$ cat config.mk
export PLATFORM = sky130hd
export DESIGN_NAME = irc_format_to_ansi_escape
export DESIGN_NICKNAME = d
export VERILOG_FILES = /design/src/hdl/irc_fmt_pkg.sv /design/src/hdl/irc_fmt_front.sv /design/src/hdl/irc_fmt_queue.sv /design/src/hdl/irc_fmt_back.sv /design/src/hdl/irc_format_to_ansi_escape.sv
export VERILOG_INCLUDE_DIRS = /design/src /design/src/hdl
export SDC_FILE = /design/constraint.sdc
export NUM_CORES = 1
export LEC_CHECK = 0
export ABC_AREA = 1
export BUFFER_PORTS_ARGS = -buffer_cell sky130_fd_sc_hd__buf_2
export CAP_MARGIN = 20
export CORE_MARGIN = 2
export CORE_UTILIZATION = 25
export DETAILED_ROUTE_END_ITERATION = 8
export PLACE_DENSITY_LB_ADDON = 0.12
export REMOVE_ABC_BUFFERS = 1
export SETUP_SLACK_MARGIN = 0.4
export SYNTH_ARGS = -nofsm -noshare
export SYNTH_HDL_FRONTEND = slang
export SYNTH_SLANG_ARGS = --single-unit
$ cat constraint.sdc
create_clock -name clk -period 18.9 [get_ports clk]
set_input_delay 1.89 -clock clk [delete_from_list [all_inputs] [get_ports clk]]
set_output_delay 1.89 -clock clk [all_outputs]
set_load 0.01 [all_outputs]
$ cat src/hdl/irc_format_to_ansi_escape_assert.svh
`ifndef IRC_FORMAT_TO_ANSI_ESCAPE_ASSERT_SVH
`define IRC_FORMAT_TO_ANSI_ESCAPE_ASSERT_SVH

// Same-cycle implication, sampled on clk, off while rst_n is low.
`define IRC_ASSERT_SAME(lbl, ante, cons, msg) \
    lbl: assert property (@(posedge clk) disable iff (!rst_n) (ante) |-> (cons)) \
        else $error(msg);

// Next-cycle implication, sampled on clk, off while rst_n is low.
`define IRC_ASSERT_NEXT(lbl, ante, cons, msg) \
    lbl: assert property (@(posedge clk) disable iff (!rst_n) (ante) |=> (cons)) \
        else $error(msg);

`endif

$ cat src/hdl/irc_fmt_pkg.sv
package irc_fmt_pkg;

    // Input and result payloads
    typedef struct packed {
        logic [7:0] text_byte;
        logic       end_of_text;
    } irc_in_t;

    typedef struct packed {
        logic [7:0] out_byte;
        logic       out_last;
    } irc_out_t;

    // Parser phase
    typedef enum logic [2:0] {
        PH_PLAIN    = 3'd0,
        PH_COLOR    = 3'd1,
        PH_FG1      = 3'd2,
        PH_AFTER_FG = 3'd3,
        PH_COMMA    = 3'd4,
        PH_BG1      = 3'd5
    } phase_t;

    // Control characters of the chat format
    localparam logic [7:0] CH_BOLD      = 8'h02;
    localparam logic [7:0] CH_COLOR     = 8'h03;
    localparam logic [7:0] CH_RESET     = 8'h0F;
    localparam logic [7:0] CH_REVERSE   = 8'h16;
    localparam logic [7:0] CH_ITALIC    = 8'h1D;
    localparam logic [7:0] CH_UNDERLINE = 8'h1F;
    localparam logic [7:0] CH_COMMA     = 8'h2C;
    localparam logic [7:0] CH_DIGIT0    = 8'h30;
    localparam logic [7:0] CH_DIGIT1    = 8'h31;
    localparam logic [7:0] CH_DIGIT3    = 8'h33;
    localparam logic [7:0] CH_DIGIT4    = 8'h34;
    localparam logic [7:0] CH_DIGIT9    = 8'h39;
    localparam logic [7:0] CH_ESC       = 8'h1B;
    localparam logic [7:0] CH_LBRACK    = 8'h5B;
    localparam logic [7:0] CH_SEMI      = 8'h3B;
    localparam logic [7:0] CH_M         = 8'h6D;

    // SGR parameter values
    localparam logic [6:0] SGR_BOLD          = 7'd1;
    localparam logic [6:0] SGR_ITALIC        = 7'd3;
    localparam logic [6:0] SGR_UNDERLINE     = 7'd4;
    localparam logic [6:0] SGR_REVERSE       = 7'd7;
    localparam logic [6:0] SGR_BOLD_OFF      = 7'd22;
    localparam logic [6:0] SGR_ITALIC_OFF    = 7'd23;
    localparam logic [6:0] SGR_UNDERLINE_OFF = 7'd24;
    localparam logic [6:0] SGR_REVERSE_OFF   = 7'd27;
    localparam logic [6:0] SGR_FG_BASE       = 7'd30;
    localparam logic [6:0] SGR_DEFAULT       = 7'd39;
    localparam logic [6:0] SGR_BRIGHT_BASE   = 7'd90;
    localparam logic [6:0] SGR_BRIGHT_LOW    = 7'd82;   // bright base minus 8
    localparam logic [6:0] SGR_BG_OFFSET     = 7'd10;
    localparam logic [6:0] COLOR_NONE        = 7'd99;

    // Escape segment: up to eight bytes, sent in order from b[0]
    localparam int SEG_BYTES = 8;
    localparam int MAX_SEGS  = 3;

    typedef struct packed {
        logic [SEG_BYTES-1:0][7:0] b;
        logic [3:0]                len;
    } seg_t;

    // One queued command: the output of one accepted text byte
    typedef struct packed {
        seg_t [MAX_SEGS-1:0] seg;
        logic [1:0]          nseg;
        logic                last;
    } cmd_t;

    localparam int Q_DEPTH = 2;

    // Chat color number to 256-color terminal index
    localparam logic [7:0] PALETTE [99] = '{
        8'd15, 8'd0, 8'd4, 8'd2, 8'd9, 8'd1, 8'd5, 8'd3,
        8'd11, 8'd10, 8'd6, 8'd14, 8'd12, 8'd13, 8'd8, 8'd7,
        8'd52, 8'd94, 8'd100, 8'd58, 8'd22, 8'd29, 8'd23, 8'd24,
        8'd17, 8'd54, 8'd53, 8'd89, 8'd88, 8'd130, 8'd142, 8'd64,
        8'd28, 8'd35, 8'd30, 8'd25, 8'd18, 8'd91, 8'd90, 8'd125,
        8'd124, 8'd166, 8'd184, 8'd106, 8'd34, 8'd49, 8'd37, 8'd33,
        8'd19, 8'd129, 8'd127, 8'd161, 8'd196, 8'd208, 8'd226, 8'd154,
        8'd46, 8'd86, 8'd51, 8'd75, 8'd21, 8'd171, 8'd201, 8'd198,
        8'd203, 8'd215, 8'd227, 8'd191, 8'd83, 8'd122, 8'd87, 8'd111,
        8'd63, 8'd177, 8'd207, 8'd205, 8'd217, 8'd223, 8'd229, 8'd193,
        8'd157, 8'd158, 8'd159, 8'd153, 8'd147, 8'd183, 8'd219, 8'd212,
        8'd16, 8'd233, 8'd235, 8'd237, 8'd239, 8'd241, 8'd244, 8'd247,
        8'd250, 8'd254, 8'd231
    };

    // Color number to foreground SGR code
    function automatic logic [6:0] ansi_code(input logic [6:0] num);
        logic [7:0] c;
        logic [6:0] code;
        c = 8'd0;
        if (num >= COLOR_NONE) begin
            code = SGR_DEFAULT;
        end else begin
            c = PALETTE[num];
            if (c != 8'd0 && c[3:0] == 4'd0) begin
                code = SGR_BRIGHT_BASE;
            end else if (!c[3]) begin
                code = SGR_FG_BASE + 7'(c[2:0]);
            end else begin
                code = SGR_BRIGHT_LOW + 7'(c[3:0]);
            end
        end
        return code;
    endfunction

    // ESC [ value m, value below 128
    function automatic seg_t seg_esc(input logic [6:0] v);
        seg_t        s;
        logic [6:0]  r;
        logic [14:0] prod;
        logic [3:0]  t;
        logic [3:0]  o;
        s    = '0;
        r    = (v >= 7'd100) ? v - 7'd100 : v;
        // r / 10 by reciprocal, exact for r below 100
        prod = 15'(r) * 15'd205;
        t    = prod[14:11];
        o    = 4'(r - 7'(t) * 7'd10);
        s.b[0] = CH_ESC;
        s.b[1] = CH_LBRACK;
        if (v >= 7'd100) begin
            s.b[2] = CH_DIGIT1;
            s.b[3] = {4'h3, t};
            s.b[4] = {4'h3, o};
            s.b[5] = CH_M;
            s.len  = 4'd6;
        end else if (v >= 7'd10) begin
            s.b[2] = {4'h3, t};
            s.b[3] = {4'h3, o};
            s.b[4] = CH_M;
            s.len  = 4'd5;
        end else begin
            s.b[2] = {4'h3, o};
            s.b[3] = CH_M;
            s.len  = 4'd4;
        end
        return s;
    endfunction

    // ESC [ 3 9 ; 4 9 m
    function automatic seg_t seg_defclr();
        seg_t s;
        s      = '0;
        s.b[0] = CH_ESC;
        s.b[1] = CH_LBRACK;
        s.b[2] = CH_DIGIT3;
        s.b[3] = CH_DIGIT9;
        s.b[4] = CH_SEMI;
        s.b[5] = CH_DIGIT4;
        s.b[6] = CH_DIGIT9;
        s.b[7] = CH_M;
        s.len  = 4'd8;
        return s;
    endfunction

    // ESC [ m
    function automatic seg_t seg_reset();
        seg_t s;
        s      = '0;
        s.b[0] = CH_ESC;
        s.b[1] = CH_LBRACK;
        s.b[2] = CH_M;
        s.len  = 4'd3;
        return s;
    endfunction

    // Single text byte
    function automatic seg_t seg_byte(input logic [7:0] c);
        seg_t s;
        s      = '0;
        s.b[0] = c;
        s.len  = 4'd1;
        return s;
    endfunction

endpackage

$ cat src/hdl/irc_fmt_front.sv
`include "irc_format_to_ansi_escape_assert.svh"

module irc_fmt_front
    import irc_fmt_pkg::*;
(
    input  logic    clk,
    input  logic    rst_n,
    input  logic    item_valid,
    output logic    item_ready,
    input  irc_in_t item,
    output logic    push_valid,
    input  logic    push_ready,
    output cmd_t    push_data
);

    phase_t     phase_reg, phase_next;
    logic [3:0] digit_reg, digit_next;
    logic       bold_reg, bold_next;
    logic       italic_reg, italic_next;
    logic       under_reg, under_next;
    logic       rev_reg, rev_next;

    logic                accept;
    logic [7:0]          b;
    logic                is_dig;
    logic [3:0]          d;
    logic [6:0]          num_two;
    logic [6:0]          num;
    logic [6:0]          code;
    logic [6:0]          code_bg;
    logic                do_plain;
    seg_t [MAX_SEGS-1:0] segs;
    logic [1:0]          n;

    assign item_ready = push_ready;
    assign accept     = item_valid && push_ready;
    assign b          = item.text_byte;
    assign is_dig     = (b >= CH_DIGIT0) && (b <= CH_DIGIT9);
    assign d          = b[3:0];

    // Color lookup: a pending digit pair, a single held digit, or a fresh digit flushed at end of text
    assign num_two = 7'(digit_reg) * 7'd10 + 7'(d);
    always_comb
    begin
        if (phase_reg == PH_FG1 || phase_reg == PH_BG1)
        begin
            num = is_dig ? num_two : 7'(digit_reg);
        end
        else
        begin
            num = 7'(d);
        end
    end
    assign code    = ansi_code(num);
    assign code_bg = code + SGR_BG_OFFSET;

    // Classify the byte and build its segment list
    always_comb
    begin
        phase_next  = phase_reg;
        digit_next  = digit_reg;
        bold_next   = bold_reg;
        italic_next = italic_reg;
        under_next  = under_reg;
        rev_next    = rev_reg;
        segs        = '0;
        n           = 2'd0;
        do_plain    = 1'b0;

        unique case (phase_reg)
            PH_COLOR:
            begin
                if (is_dig)
                begin
                    digit_next = d;
                    phase_next = PH_FG1;
                end
                else
                begin
                    segs[n]    = seg_defclr();
                    n          = n + 2'd1;
                    phase_next = PH_PLAIN;
                    do_plain   = 1'b1;
                end
            end
            PH_FG1:
            begin
                segs[n] = seg_esc(code);
                n       = n + 2'd1;
                if (is_dig)
                begin
                    phase_next = PH_AFTER_FG;
                end
                else if (b == CH_COMMA)
                begin
                    phase_next = PH_COMMA;
                end
                else
                begin
                    phase_next = PH_PLAIN;
                    do_plain   = 1'b1;
                end
            end
            PH_AFTER_FG:
            begin
                if (b == CH_COMMA)
                begin
                    phase_next = PH_COMMA;
                end
                else
                begin
                    phase_next = PH_PLAIN;
                    do_plain   = 1'b1;
                end
            end
            PH_COMMA:
            begin
                if (is_dig)
                begin
                    digit_next = d;
                    phase_next = PH_BG1;
                end
                else
                begin
                    segs[n]    = seg_byte(CH_COMMA);
                    n          = n + 2'd1;
                    phase_next = PH_PLAIN;
                    do_plain   = 1'b1;
                end
            end
            PH_BG1:
            begin
                segs[n]    = seg_esc(code_bg);
                n          = n + 2'd1;
                phase_next = PH_PLAIN;
                do_plain   = !is_dig;
            end
            default:
            begin
                phase_next = PH_PLAIN;
                do_plain   = 1'b1;
            end
        endcase

        // Ordinary text or formatting code
        if (do_plain)
        begin
            unique case (b)
                CH_BOLD:
                begin
                    bold_next = !bold_reg;
                    segs[n]   = seg_esc(bold_next ? SGR_BOLD : SGR_BOLD_OFF);
                    n         = n + 2'd1;
                end
                CH_REVERSE:
                begin
                    rev_next = !rev_reg;
                    segs[n]  = seg_esc(rev_next ? SGR_REVERSE : SGR_REVERSE_OFF);
                    n        = n + 2'd1;
                end
                CH_ITALIC:
                begin
                    italic_next = !italic_reg;
                    segs[n]     = seg_esc(italic_next ? SGR_ITALIC : SGR_ITALIC_OFF);
                    n           = n + 2'd1;
                end
                CH_UNDERLINE:
                begin
                    under_next = !under_reg;
                    segs[n]    = seg_esc(under_next ? SGR_UNDERLINE : SGR_UNDERLINE_OFF);
                    n          = n + 2'd1;
                end
                CH_RESET:
                begin
                    segs[n]     = seg_reset();
                    n           = n + 2'd1;
                    bold_next   = 1'b0;
                    italic_next = 1'b0;
                    under_next  = 1'b0;
                    rev_next    = 1'b0;
                end
                CH_COLOR:
                begin
                    phase_next = PH_COLOR;
                end
                default:
                begin
                    segs[n] = seg_byte(b);
                    n       = n + 2'd1;
                end
            endcase
        end

        // End of text: flush what is pending, close with a reset
        if (item.end_of_text)
        begin
            case (phase_next)
                PH_COLOR:
                begin
                    segs[n] = seg_defclr();
                    n       = n + 2'd1;
                end
                PH_FG1:
                begin
                    segs[n] = seg_esc(code);
                    n       = n + 2'd1;
                end
                PH_COMMA:
                begin
                    segs[n] = seg_byte(CH_COMMA);
                    n       = n + 2'd1;
                end
                PH_BG1:
                begin
                    segs[n] = seg_esc(code_bg);
                    n       = n + 2'd1;
                end
                default:
                begin
                end
            endcase
            segs[n]     = seg_reset();
            n           = n + 2'd1;
            phase_next  = PH_PLAIN;
            digit_next  = 4'd0;
            bold_next   = 1'b0;
            italic_next = 1'b0;
            under_next  = 1'b0;
            rev_next    = 1'b0;
        end
    end

    assign push_valid     = accept && (n != 2'd0);
    assign push_data.seg  = segs;
    assign push_data.nseg = n;
    assign push_data.last = item.end_of_text;

    // Parser state
    always_ff @(posedge clk or negedge rst_n)
    begin
        if (!rst_n)
        begin
            phase_reg  <= PH_PLAIN;
            digit_reg  <= 4'd0;
            bold_reg   <= 1'b0;
            italic_reg <= 1'b0;
            under_reg  <= 1'b0;
            rev_reg    <= 1'b0;
        end
        else if (accept)
        begin
            phase_reg  <= phase_next;
            digit_reg  <= digit_next;
            bold_reg   <= bold_next;
            italic_reg <= italic_next;
            under_reg  <= under_next;
            rev_reg    <= rev_next;
        end
    end

    `IRC_ASSERT_NEXT(a_end_clears_state, accept && item.end_of_text, phase_reg == PH_PLAIN && !bold_reg && !italic_reg && !under_reg && !rev_reg, "end of text left parser state set")
    `IRC_ASSERT_SAME(a_digit_range, 1'b1, digit_reg <= 4'd9, "held color digit out of range")

endmodule

$ cat src/hdl/irc_fmt_queue.sv
`include "irc_format_to_ansi_escape_assert.svh"

module irc_fmt_queue
    import irc_fmt_pkg::*;
#(
    parameter int DEPTH = Q_DEPTH
)
(
    input  logic clk,
    input  logic rst_n,
    input  logic push_valid,
    output logic push_ready,
    input  cmd_t push_data,
    input  logic pop,
    output logic head_valid,
    output cmd_t head_data
);

    localparam int PW = (DEPTH > 1) ? $clog2(DEPTH) : 1;
    localparam int CW = $clog2(DEPTH + 1);

    cmd_t          entry_reg [DEPTH];
    logic [PW-1:0] wr_ptr_reg, wr_ptr_next;
    logic [PW-1:0] rd_ptr_reg, rd_ptr_next;
    logic [CW-1:0] count_reg, count_next;
    logic          do_push;

    assign push_ready = (count_reg != CW'(DEPTH));
    assign head_valid = (count_reg != '0);
    assign head_data  = entry_reg[rd_ptr_reg];
    assign do_push    = push_valid && push_ready;

    // Pointer and fill count update
    always_comb
    begin
        wr_ptr_next = wr_ptr_reg;
        rd_ptr_next = rd_ptr_reg;
        count_next  = count_reg;
        if (do_push)
        begin
            wr_ptr_next = (wr_ptr_reg == PW'(DEPTH - 1)) ? '0 : wr_ptr_reg + 1'b1;
        end
        if (pop)
        begin
            rd_ptr_next = (rd_ptr_reg == PW'(DEPTH - 1)) ? '0 : rd_ptr_reg + 1'b1;
        end
        if (do_push && !pop)
        begin
            count_next = count_reg + 1'b1;
        end
        else if (!do_push && pop)
        begin
            count_next = count_reg - 1'b1;
        end
    end

    always_ff @(posedge clk or negedge rst_n)
    begin
        if (!rst_n)
        begin
            wr_ptr_reg <= '0;
            rd_ptr_reg <= '0;
            count_reg  <= '0;
        end
        else
        begin
            wr_ptr_reg <= wr_ptr_next;
            rd_ptr_reg <= rd_ptr_next;
            count_reg  <= count_next;
        end
    end

    // Entry storage
    always_ff @(posedge clk)
    begin
        if (do_push)
        begin
            entry_reg[wr_ptr_reg] <= push_data;
        end
    end

    `IRC_ASSERT_SAME(a_count_bound, 1'b1, count_reg <= CW'(DEPTH), "queue fill count overflow")
    `IRC_ASSERT_SAME(a_pop_nonempty, pop, count_reg != '0, "pop from empty queue")

endmodule

$ cat src/hdl/irc_fmt_back.sv
`include "irc_format_to_ansi_escape_assert.svh"

module irc_fmt_back
    import irc_fmt_pkg::*;
(
    input  logic     clk,
    input  logic     rst_n,
    input  logic     head_valid,
    input  cmd_t     head_data,
    output logic     pop,
    output logic     result_valid,
    input  logic     result_ready,
    output irc_out_t result
);

    logic [1:0] seg_idx_reg, seg_idx_next;
    logic [2:0] byte_idx_reg, byte_idx_next;
    logic       out_valid_reg, out_valid_next;
    irc_out_t   out_reg, out_next;

    seg_t cur;
    logic advance;
    logic end_seg;
    logic end_cmd;

    assign cur     = head_data.seg[seg_idx_reg];
    assign end_seg = ({1'b0, byte_idx_reg} == cur.len - 4'd1);
    assign end_cmd = end_seg && (seg_idx_reg == head_data.nseg - 2'd1);
    assign advance = head_valid && (!out_valid_reg || result_ready);
    assign pop     = advance && end_cmd;

    // Walk segments and bytes of the head command
    always_comb
    begin
        seg_idx_next   = seg_idx_reg;
        byte_idx_next  = byte_idx_reg;
        out_valid_next = out_valid_reg && !result_ready;
        out_next       = out_reg;
        if (advance)
        begin
            out_valid_next    = 1'b1;
            out_next.out_byte = cur.b[byte_idx_reg];
            out_next.out_last = head_data.last && end_cmd;
            if (end_cmd)
            begin
                seg_idx_next  = 2'd0;
                byte_idx_next = 3'd0;
            end
            else if (end_seg)
            begin
                seg_idx_next  = seg_idx_reg + 2'd1;
                byte_idx_next = 3'd0;
            end
            else
            begin
                byte_idx_next = byte_idx_reg + 3'd1;
            end
        end
    end

    always_ff @(posedge clk or negedge rst_n)
    begin
        if (!rst_n)
        begin
            seg_idx_reg   <= 2'd0;
            byte_idx_reg  <= 3'd0;
            out_valid_reg <= 1'b0;
        end
        else
        begin
            seg_idx_reg   <= seg_idx_next;
            byte_idx_reg  <= byte_idx_next;
            out_valid_reg <= out_valid_next;
        end
    end

    // Output payload register
    always_ff @(posedge clk)
    begin
        out_reg <= out_next;
    end

    assign result_valid = out_valid_reg;
    assign result       = out_reg;

    `IRC_ASSERT_SAME(a_last_is_m, out_valid_reg && out_reg.out_last, out_reg.out_byte == CH_M, "closing byte is not the reset terminator")
    `IRC_ASSERT_SAME(a_seg_in_range, head_valid, seg_idx_reg < head_data.nseg, "segment index past command end")

endmodule

$ cat src/hdl/irc_format_to_ansi_escape.sv
// Chat formatting to ANSI escape translator. Text bytes enter on the item
// channel, one per transfer; translated bytes leave on the result channel,
// one per transfer, with out_last high on the final 'm' of the closing ESC[m
// after a byte marked end_of_text. The front end parses one byte per cycle
// while the queue has room and turns it into up to three output segments
// (plain byte, SGR escape, default color escape, reset); a command queue of
// QUEUE_DEPTH entries sits between it and the back end, which sends one
// output byte per cycle unless result_ready holds it. A byte expands into at
// most 19 output bytes (a color code with no digit followed by another color
// code at end of text); the input stalls only once the queue is full. The
// first output byte of a transfer passes through the queue entry and the
// back end's output register before it is offered on the result channel.
module irc_format_to_ansi_escape
    import irc_fmt_pkg::*;
#(
    parameter int QUEUE_DEPTH = Q_DEPTH
)
(
    input  logic     clk,
    input  logic     rst_n,
    input  logic     item_valid,
    output logic     item_ready,
    input  irc_in_t  item,
    output logic     result_valid,
    input  logic     result_ready,
    output irc_out_t result
);

    logic push_valid;
    logic push_ready;
    cmd_t push_data;
    logic pop;
    logic head_valid;
    cmd_t head_data;

    // Byte parser
    irc_fmt_front u_front (
        .clk        (clk),
        .rst_n      (rst_n),
        .item_valid (item_valid),
        .item_ready (item_ready),
        .item       (item),
        .push_valid (push_valid),
        .push_ready (push_ready),
        .push_data  (push_data)
    );

    // Command queue
    irc_fmt_queue #(
        .DEPTH (QUEUE_DEPTH)
    ) u_queue (
        .clk        (clk),
        .rst_n      (rst_n),
        .push_valid (push_valid),
        .push_ready (push_ready),
        .push_data  (push_data),
        .pop        (pop),
        .head_valid (head_valid),
        .head_data  (head_data)
    );

    // Byte emitter
    irc_fmt_back u_back (
        .clk          (clk),
        .rst_n        (rst_n),
        .head_valid   (head_valid),
        .head_data    (head_data),
        .pop          (pop),
        .result_valid (result_valid),
        .result_ready (result_ready),
        .result       (result)
    );

endmodule
# Word-level counts from Yosys, hierarchy flattened
# Memory sizes are Yosys's and may differ from the RTL's.
# Cells that the tools add are included.
# word_totals
n_memories	2
ramBits	414
rom_bits	1024
reg_bits	30
# classes
add_sub_neg	27
mul	13
order_cmp	24
reduce_logical	48
mux	159
eq_ne	19
bitwise_logic	13
# mem_list
memory	depth	word_bits	read_ports	rd_ports_with_merged_regs	write_ports	line	text
(name not given)	128	8	1	0	0	irc_fmt_pkg.sv:101	c = PALETTE[num];
u_queue.entry_reg	2	207	1	0	1	irc_fmt_queue.sv:22	cmd_t entry_reg [DEPTH];
# op_table
op	count
204-bit bitwise mux	7
204-bit case mux with 6 select lines	1
204-bit case mux with 4 select lines	1
204-bit two-way mux	3
24-bit two-way mux	18
68-bit demux with 2-bit select	3
156-bit NOT	2
68-bit two-way mux	4
68-bit case mux with 4 select lines	1
192-bit bitwise AND	1
192-bit NOT	1
7-bit two-way mux	23
156-bit bitwise AND	1
52-bit by 156-bit bitwise AND with 156-bit output	1
68-bit binary-select mux with 2-bit select	1
8-bit two-way mux	15
105-bit bitwise OR	1
99-bit bitwise AND	1
99-bit NOT	1
7-bit by 8-bit multiplier with 15-bit output, second input constant	6
15-bit two-way mux	6
4-bit two-way mux	21
67-bit two-way mux	1
7-bit >= comparator, second input constant	7
55 further kinds	176

# Logic depth before layout (Yosys ltp)
# Gate-level depths: netlist of the first run.
# depth
ltp_word	29
ltp_mapped	73
ltp_nobuf	73

# Hierarchy
# Synthesis of the first run repeated with hierarchy kept, for this count alone.
# hier_totals
cells_unflattened	2701
area_unflattened_um2	27306.2
# modules_own_cells
mod	area_per_inst_um2	seq_area_each_um2	instances	cells_each
irc_fmt_queue	15561.2	12532.0	1	670
irc_fmt_front	9041.2	275.3	1	1546
irc_fmt_back	2703.8	420.4	1	485

# Worst setup path before layout of the first run
# OpenSTA, ideal clock, no wires.
# synth_timing
path_kind	input port to flip-flop
start	in item[8] in the netlist's numbering
end	mem u_queue.entry_reg[0][94] in the netlist's numbering, data pin
path_stages	60
n_path_buf	0
setup_time_ps	264
setup_slack_ps	8900
arrival_time_ps	9736
cell_sequence	inv_1 > nand2_1 > nor2_2 > nand2_4 > nand2_1 > nand3_1 > nand2_4 > inv_1 > ha_1 > inv_1 > nand4_1 > nand2_1 > nand2_1 > nand2_1 > nand2_1 > nand3_1 > nand2_2 > ha_1 > [... 24 more ...] > nor4_1 > o21ai_2 > xor2_1 > fa_1 > inv_1 > nand2_1 > nand2_1 > nand3_1 > nand2_1 > inv_1 > nand2_2 > nand2_1 > nand2_2 > nand2_2 > nand2_1 > o21ai_2 > o21ai_1 > nand2_1
# synth_rtl
element	line	text
from (decl)	irc_format_to_ansi_escape.sv:23	input irc_in_t item,
to (decl)	irc_fmt_queue.sv:22	

==> out/qor.yml, run 1 <==
drt.antenna.violating_nets: 0
async_flop_share: 0.0972
yosysMostFrequentCell: "nand2_1"
io_buffers: 23
finClkSkew_ps: 12.8
finalWirelength_um: 59000
grt.total_usage: 0.172
grt_overflow_total: 0
synth_common_cells: "nand2_1, inv_1, nor2_1"
cts_made_buffers: 25
synth-edff-count: 195
cap_violations: 0
yosysTopAreaCell: "edfxtp_1"
ys_ff_latch: 216
dieArea_um2: 67500
cp.required_ps: 19160
path_max_fanout: 11
initial_core_util: 0.253
drtIter0Drc: 1277
pin_count: 24
outcome: "complete, no violations"
n_antenna_cell: 0
slowest_stage: "o21ai_0"
post-route-min-period_ps: 11690
postPlaceCellArea_um2: 17400
leakage_nw: 7.77
critPathBufInv: 10
max_freq_mhz: 85.5
relSlewSlack: 0.316
p_per_area_nw_per_um2: 160
synth_cell_type_count: 71
cp_common_cell: "nand2_1"
syn_inst: 2065
setup_viol_count_final: 0
ys.flop_type: "edfxtp_1"
yosys_warnings: 0
clkTransAtPathRegs_ps: 60
end_kind: "flip-flop"
drive_gt1_frac: 0.0947
largest_register_ffs: 186
cts_num_sinks: 216
worstMarginPinSlew_ps: 1020
grt_pass1_vias: 14300
vdd_drop_max_mv: 0.0996
syn-cell-area_um2: 16400
gp_congestion: 0.911
ctsHtreeMaxLevel: 1
avgSynthCellArea_um2: 7.92
postCtsHoldBufs: 0
max_stage_delay_ps: 660
finalHoldViolations: 0
dpl.hpwl_um: 44200
synth_area_leaders: "edfxtp_1, nand2_1, ha_1"
grt_start_max_net_pins: 57
core_um2: 64600
die_width_um: 260
ctsResizeCount: 0
drt_first_pass_iters: 6
antenna_found_initial: 1
critPathKind: "input port to flip-flop"
worstSkewPairLatency_ps: 540
synth_top_area_frac: 0.358
nets: 2207
postCtsSetupBuffers: 0
slew_violations: 0
crit_arrival_ps: 11950
clock_path_buffers: 3
cts_root_buf: "clkbuf_16"
ys_seq_area_frac: 0.390
critical-path-top-delay-family: "simple AND/OR/NAND/NOR gates"
drc_errors: 0
grt_pass1_wl_um: 89600
wl_per_cell_um: 20.0
fp.dieH_um: 260
rsz0062_at_grt: "false"
rows: 93
via_per_inst: 4.96
period_share: 0.619
fin_area_um2: 18100
finalSetupTns_ps: 0
cts_tree: "done"
via_count: 14600
hold_path_class: "flip-flop to flip-flop"
crit_path_start_kind: "input port"
area_growth_pct: 10.8
cell families after synthesis:
logic type      after synthesis  synth area share
simple gates                925             0.254
compound gates              443             0.156
mux                           2           0.00122
flops                       216             0.390
xor+xnor                     21            0.0112
fa+ha+maj                   121             0.102
buf+inv                     337            0.0853
through the flow:
step / util / total power [W] / setup WS [ps] / std cells / hold slack [ps]
after detailed placement: 0.269 / 0.00247 / 6630 / 2901 / 480
after global placement: 0.269 / 0.00248 / 6460 / 2901 / 482
after floorplan: - / 0.00189 / 8790 / 2000 / 462
after CTS: 0.281 / 0.00293 / 7140 / 2946 / 495
after global routing: 0.281 / 0.00317 / 6250 / 2946 / 525
final: 0.281 / 0.00291 / 7210 / 2946 / 496
cell usage in the layout, fill, tap and decap left out, types with 7 or more instances in the layout:
cell / instances
nand2_1: 430
inv_1: 244
nor2_1: 238
edfxtp_1: 195
o21ai_0: 185
nand3_1: 106
a21oi_1: 103
ha_1: 101
o22ai_1: 46
nand2_2: 33
nor3_1: 27
clkbuf_16: 25
buf_2: 23
buf_4: 23
o21ai_1: 20
fa_1: 20
dfrtp_1: 20
nand4_1: 19
a31oi_1: 17
inv_2: 15
nand3_2: 13
xor2_1: 13
clkinv_1: 12
nand2_4: 11
o211ai_1: 11
a221oi_1: 10
nor2_4: 9
nor2_2: 9
nor4_1: 8
xnor2_1: 8
clkinv_2: 8
a22oi_1: 7
area by class of cell:
class                   count  area (µm²)
multi-input cells        1512        8590
flip-flops and latches    216        6380
fillers                  7012       46500
clock inverters            16         116
repair buffers             46         288
clock buffers              29         641
well taps                 855        1070
inverters                 272        1030
path summary, 6_finish.rpt:
path	end	cells past startpoint	slack [ps]	startpoint
max in group asynchronous	u_queue.rd_ptr_reg	1	17140	rst_n
hold reg to reg	u_back.result_valid	2	500	u_back.result_valid
hold / removal	u_back.result_valid	2	500	u_back.result_valid
setup / recovery	u_queue.entry_reg[1][101]	52	7210	item[7]
min in group asynchronous	u_queue.count_reg[1]	1	1350	rst_n
setup reg to reg	u_queue.entry_reg[1][101]	49	8200	u_front.phase_reg[1]
power breakdown:
part	internal [W]	switching (W)	total, W
Sequential	0.000635	0.0000426	0.000678
Combinational	0.000544	0.00123	0.00178
Clock	0.000257	0.000196	0.000453
Total	0.00144	0.00147	0.00291
worst reg2reg max path: cells and delay by family (launching register included):
family | cells | cell delay, ps
fa+ha+maj | 8 | 2950
simple gates | 26 | 3850
buf+inv | 9 | 1490
flops | 1 | 420
xor+xnor | 2 | 710
compound gates | 4 | 1000
layer usage:
layer,vias to the layer above,part of all wire,GRT usage
li1,7038,-,-
met5,-,0.00022,0
met3,93,0.051,0.0161
met4,2,0.027,0.0487
met2,481,0.47,0.292
met1,7011,0.45,0.233
(Power assumes the default switching activity.)
==> run 2: changes to the inputs <==
- clock period: 18.9 -> 10.8 ns (I/O delays scaled with it)
==> run 2 against run 1 <==
Net effect: sequential power is 77% higher; final area is 1.8% higher; combinational power is 75% higher; register-to-register slack worse by 6900 ps; clock-buffer cell count is 5 higher; global-route usage is 0.13 points higher; clock skew is 6.7 ps higher.
==> out/qor.yml, run 2 (synthesis results as in run 1) <==
cts_tree: "done"  # unchanged
outcome: "complete, no violations"  # unchanged
intPower_w: 0.00266  # was 0.00144 W
cts_num_sinks: 216  # unchanged
finalSetupTns_ps: 0  # unchanged
setup_viol_count_final: 0  # unchanged
worstSkewPairLatency_ps: 540  # about the same
switching_share: 0.489  # was 0.506
reg2regPathDepth: 56  # was 49
seq_area_um2: 6380  # unchanged
crit_arrival_ps: 9790  # was 11950 ps
max_freq_mhz: 105
rsz0062_at_grt: "false"  # unchanged
cts_root_buf: "clkbuf_16"  # unchanged
leakage_nw: 7.92  # was 7.77 nW
drt_first_pass_iters: 6  # unchanged
period_share: 0.882
cp.required_ps: 11060  # was 19160 ps
cap_violations: 0  # unchanged
dieArea_um2: 67500  # unchanged
postCtsHoldBufs: 0  # unchanged
core_um2: 64600  # unchanged
worstMarginPinSlew_ps: 987  # was 1020 ps
cp-startpoint: "item[8]"  # was item[7]
via_per_inst: 4.93  # was 4.96
vdd_drop_max_mv: 0.259  # was 0.0996 mV
finalWirelength_um: 58900  # was 59000 µm
nets: 2229  # was 2207
gp_congestion: 0.911  # about the same
ctsHtreeMaxLevel: 1  # unchanged
die_width_um: 260  # unchanged
r2r_setup_slack_ps: 1340  # was 8200 ps
r2r-start: "u_front.digit_reg[1]"  # was u_front.phase_reg[1]
grt.total_usage: 0.173  # was 0.172
area_growth_pct: 12.8  # was 10.8%
grt_overflow_total: 0  # unchanged
combPwrFrac: 0.598  # was 0.611
max_stage_delay_ps: 510  # was 660 ps
hold_ws_ps: 501  # was 496 ps
rows: 93  # unchanged
finClkSkew_ps: 19.5  # was 12.8 ps
cp_common_cell: "nand2_1"  # unchanged
drt.antenna.violating_nets: 0  # unchanged
initial_core_util: 0.253  # unchanged
grt_pass1_wl_um: 89800  # was 89600 µm
critPathKind: "input port to flip-flop"  # unchanged
largest_register_ffs: 186  # unchanged
post-route-min-period_ps: 9530
power.total_w: 0.00521  # was 0.00291 W
slew_violations: 0  # unchanged
timing.rr.end: "u_queue.entry_reg[0][170]"  # was u_queue.entry_reg[1][101]
p_per_area_nw_per_um2: 282  # was 160 nW/µm²
clock_path_buffers: 3  # unchanged
pin_count: 24  # unchanged
drtIter0Drc: 1085  # was 1277
crit_path_start_kind: "input port"  # unchanged
grt_start_max_net_pins: 63  # was 57
grt_pass1_vias: 14500  # was 14300
final_cell_mix: "nand2_1, inv_1, nor2_1, edfxtp_1, o21ai_0"  # unchanged
nFillCells: 7026  # was 7012
drc_errors: 0  # unchanged
multiInputGateArea_um2: 8630  # was 8590 µm²
n_antenna_cell: 0  # unchanged
wl_per_cell_um: 19.8  # was 20.0 µm
hold_path_class: "flip-flop to flip-flop"  # unchanged
clkTransAtPathRegs_ps: 60  # about the same
power_switching_w: 0.00255  # was 0.00147 W
finalHoldViolations: 0  # unchanged
pwr-share-seq: 0.230  # was 0.233
slowest_stage: "fa_1"  # was o21ai_0
path_max_fanout: 11  # unchanged
antenna_found_initial: 0  # was 1
min_delay_path_depth: 1  # was 2
drive_gt1_frac: 0.107  # was 0.0947
end_kind: "flip-flop"  # unchanged
cts_made_buffers: 27  # was 25
endpoint: "u_queue.entry_reg[0][170]"  # was u_queue.entry_reg[1][101]
final_common_cell: "nand2_1"  # unchanged
relSlewSlack: 0.335  # was 0.316
clkPwrFrac: 0.172  # was 0.156
via_count: 14600  # about the same
fp.dieH_um: 260  # unchanged
io_buffers: 23  # unchanged
dpl.hpwl_um: 44700  # was 44200 µm
==> run 2: worst min path at each step <==
stage	from	to	slack [ps]
floorplan	u_queue.count_reg[0]	u_queue.count_reg[0]	460
detailed placement	u_queue.count_reg[0]	u_queue.count_reg[0]	490
global placement	u_back.result_valid	u_back.result_valid	480
finish	u_queue.count_reg[0]	u_queue.count_reg[0]	500
global route	u_queue.count_reg[0]	u_queue.count_reg[0]	530
CTS	u_queue.count_reg[0]	u_queue.count_reg[0]	510
==> run 2: cell type report <==
cell class                 instances  share of cell area
clock inverter                    14             0.00909
sequential                       216               0.346
multi-input combinational       1512               0.468
tap                              855              0.0580
timing repair buffer              66              0.0251
inverter                         272              0.0560
clock buffer                      34              0.0380
==> run 2: power groups by stage <==
stage | logic, W | clock network (W) | registers [W]
floorplan | 0.00207 | 0 | 0.00124
global placement | 0.00312 | 0 | 0.00121
detailed placement | 0.00312 | 0 | 0.00121
CTS | 0.00313 | 0.000914 | 0.00120
global route | 0.00355 | 0.000945 | 0.00122
finish | 0.00312 | 0.000895 | 0.00120
==> run 2: routing by layer <==
metal | wire [µm] | track usage | vias to the layer above
met3 | 3270 | 0.0239 | 127
met4 | 2120 | 0.0603 | 0
met1 | 26100 | 0.230 | 6989
met5 | 0 | 0 | -
li1 | - | - | 7084
met2 | 27300 | 0.288 | 445
==> run 2: what timing repair did <==
action | CTS | global route
resized for setup | 0 | 12
setup endpoints to repair | 0 | 34
setup buffers | 0 | 2
endpoints found under the hold margin | 0 | 0
==> run 2: worst max-delay path, delay by kind of cell <==
family / cells / cell delay [ps]
simple gates: 33 / 3260
buf+inv: 16 / 1270
compound gates: 1 / 420
fa+ha+maj: 10 / 3310
xor+xnor: 2 / 420
==> run 2: per-stage QoR <==
stage | instance area (µm²) | utilization | instances | setup slack (ps)
2_1_floorplan | 16000 | - | 2000 | 1500
3_3_place_gp | 17500 | 0.271 | 2919 | 432
3_5_place_dp | 17500 | 0.271 | 2919 | 282
4_1_cts | 18400 | 0.285 | 2967 | 836
5_1_grt | 18400 | 0.286 | 2969 | 445
6_report | 18400 | 0.286 | 2969 | 1270
==> run 3: changes to the inputs <==
- clock period: 10.8 -> 8.2 ns (I/O delays scaled with it)
==> run 3 against run 2 <==
Net effect: the flow now finishes with violations (negative setup slack); utilization is 6.4 points higher; final area rose by 23%; first-iteration DRC count decreased by 7.5%; clock skew grew 13 ps; critical endpoint is now u_queue.entry_reg[0][26]; largest cell class unchanged; highest routed layer unchanged.
==> out/qor.yml, run 3 (synthesis results as in run 1) <==
die_width_um: 260  # unchanged
grt_overflow_total: 0  # unchanged
pin_count: 24  # unchanged
grt.total_usage: 0.187  # was 0.173
nFillCells: 6752  # was 7026
slew_violations: 0  # unchanged
fp.dieH_um: 260  # unchanged
dpl.hpwl_um: 48200  # was 44700 µm
initial_core_util: 0.253  # unchanged
max_freq_mhz: 116
period_share: 1.05
gp_congestion: 0.897  # was 0.911
rows: 93  # unchanged
finalWirelength_um: 63700  # was 58900 µm
grt_pass1_wl_um: 97800  # was 89800 µm
area_growth_pct: 38.2  # was 12.8%
slowest_stage: "fa_2"  # was fa_1
setup_viol_count_final: 36  # was 0
worstSkewPairLatency_ps: 550  # was 540 ps
critPathKind: "flip-flop to flip-flop"  # was input port to flip-flop
worstMarginPinSlew_ps: 1090  # was 987 ps
multiInputGateArea_um2: 9970  # was 8630 µm²
antenna_found_initial: 0  # unchanged
place_ws_ps: -1270  # was 282 ps
via_count: 16000  # was 14600
drive_gt1_frac: 0.332  # was 0.107
cap_violations: 0  # unchanged
drc_errors: 0  # unchanged
clock_path_buffers: 3  # unchanged
seq_area_um2: 6380  # unchanged
relSlewSlack: 0.271  # was 0.335
max_stage_delay_ps: 580  # was 510 ps
cts_num_sinks: 216  # unchanged
finalHoldViolations: 0  # unchanged
drtIter0Drc: 1004  # was 1085
final_cell_mix: "nand2_1, buf_4, nor2_1, inv_1, edfxtp_1"  # was nand2_1, inv_1, nor2_1, edfxtp_1, o21ai_0
fin_area_um2: 22600  # was 18400 µm²
io_buffers: 23  # unchanged
grt_pass1_vias: 16100  # was 14500
core_um2: 64600  # unchanged
cts_tree: "done"  # unchanged
grt_start_max_net_pins: 82  # was 63
fin_ws_ps: -395  # was 1270 ps
cts_root_buf: "clkbuf_16"  # unchanged
largest_register_ffs: 186  # unchanged
path_max_fanout: 5  # was 11
end_kind: "flip-flop"  # unchanged
outcome: "complete, but fails checks"  # was complete, no violations
final_common_cell: "nand2_1"  # unchanged
via_per_inst: 4.82  # was 4.93
wl_per_cell_um: 19.2  # was 19.8 µm
postPlaceCellArea_um2: 19600  # was 17500 µm²
rsz0062_at_grt: "true"  # was false
drt.antenna.violating_nets: 0  # unchanged
leakage_nw: 9.86  # was 7.92 nW
cts_made_buffers: 26  # was 27
clkTransAtPathRegs_ps: 60  # about the same
ctsHtreeMaxLevel: 1  # unchanged
crit_arrival_ps: 8850  # was 9790 ps
cp.required_ps: 8450  # was 11060 ps
cp_common_cell: "nand2_2"  # was nand2_1
hold_path_class: "input port to async pin"  # was flip-flop to flip-flop
n_antenna_cell: 0  # unchanged
dieArea_um2: 67500  # unchanged
hold_ws_ps: 266  # was 501 ps
p_per_area_nw_per_um2: 439  # was 282 nW/µm²
violations: "negative setup slack"
crit_path_start_kind: "flip-flop"  # was input port
vdd_drop_max_mv: 0.496  # was 0.259 mV
nets: 2574  # was 2229
drt_first_pass_iters: 6  # unchanged
post-route-min-period_ps: 8600
finClkSkew_ps: 33.0  # was 19.5 ps
==> run 3: changes by cell type in the layout (fill, tap and decap cells not counted), sizes merged <==
cell,delta
buf,+346
clkinvlp,-4
clkinv,+6
inv,+1
clkbuf,-3
==> run 3: area by class of cell <==
type / count / share of cell area
clock buffers: 31 / 0.0296
clock inverters: 17 / 0.00764
inverters: 272 / 0.0467
multi-input cells: 1512 / 0.441
flip-flops and latches: 216 / 0.282
well taps: 855 / 0.0473
repair buffers: 412 / 0.145
==> run 3: per-layer routing <==
| layer | part of all wire | vias to the layer above | track usage | wire (µm) |
|---|---|---|---|---|
| li1 | - | 7768 | - | - |
| met2 | 0.49 | 358 | 0.329 | 31200 |
| met1 | 0.45 | 7747 | 0.243 | 28600 |
| met3 | 0.036 | 106 | 0.0189 | 2270 |
| met4 | 0.026 | 0 | 0.0479 | 1630 |
| met5 | 0 | - | 0 | 0 |
==> run 3: path summary, 6_finish.rpt <==
kind                       cells after the start                 start  slack (ps)                       end
min in group clk                               2   u_back.result_valid         500       u_back.result_valid
max reg2reg                                   63  u_front.digit_reg[1]        -400  u_queue.entry_reg[0][26]
max in group asynchronous                      1                 rst_n        7510        u_queue.rd_ptr_reg
min                                            1                 rst_n         270      u_queue.count_reg[1]
min reg2reg                                    2   u_back.result_valid         500       u_back.result_valid
max                                           63  u_front.digit_reg[1]        -400  u_queue.entry_reg[0][26]
==> run 3: stage by stage <==
step / total power (W) / utilization / setup TNS (ps) / cells
2_1_floorplan: 0.00436 / - / -177230 / 2000
3_3_place_gp: 0.00676 / 0.303 / -61160 / 3184
3_5_place_dp: 0.00676 / 0.303 / -57000 / 3184
4_1_cts: 0.00910 / 0.337 / -11650 / 3291
5_1_grt: 0.0107 / 0.350 / -37420 / 3315
6_report: 0.00992 / 0.350 / -10750 / 3315
==> run 3: critical path: cells and delay by family (launching register included) <==
kind                     cells  cell delay, ps
buffers and inverters       11             980
adder cells (fa/ha/maj)      9            3130
AND/OR/NAND/NOR             38            3210
flip-flops                   1             390
AO/OA/AOI/OAI                2             120
XOR/XNOR                     3             470
==> run 3: where the power goes <==
group / switching [W] / internal [W]
Clock: 0.000454 / 0.000678
Combinational: 0.00388 / 0.00334
Sequential: 0.0000970 / 0.00146
Total: 0.00444 / 0.00548
==> run 3: timing repair <==
action	in CTS	in global routing
hold buffers	0	0
setup endpoints to repair	66	84
pin swaps	100	121
resized for setup	225	169
buffers inserted	59	24
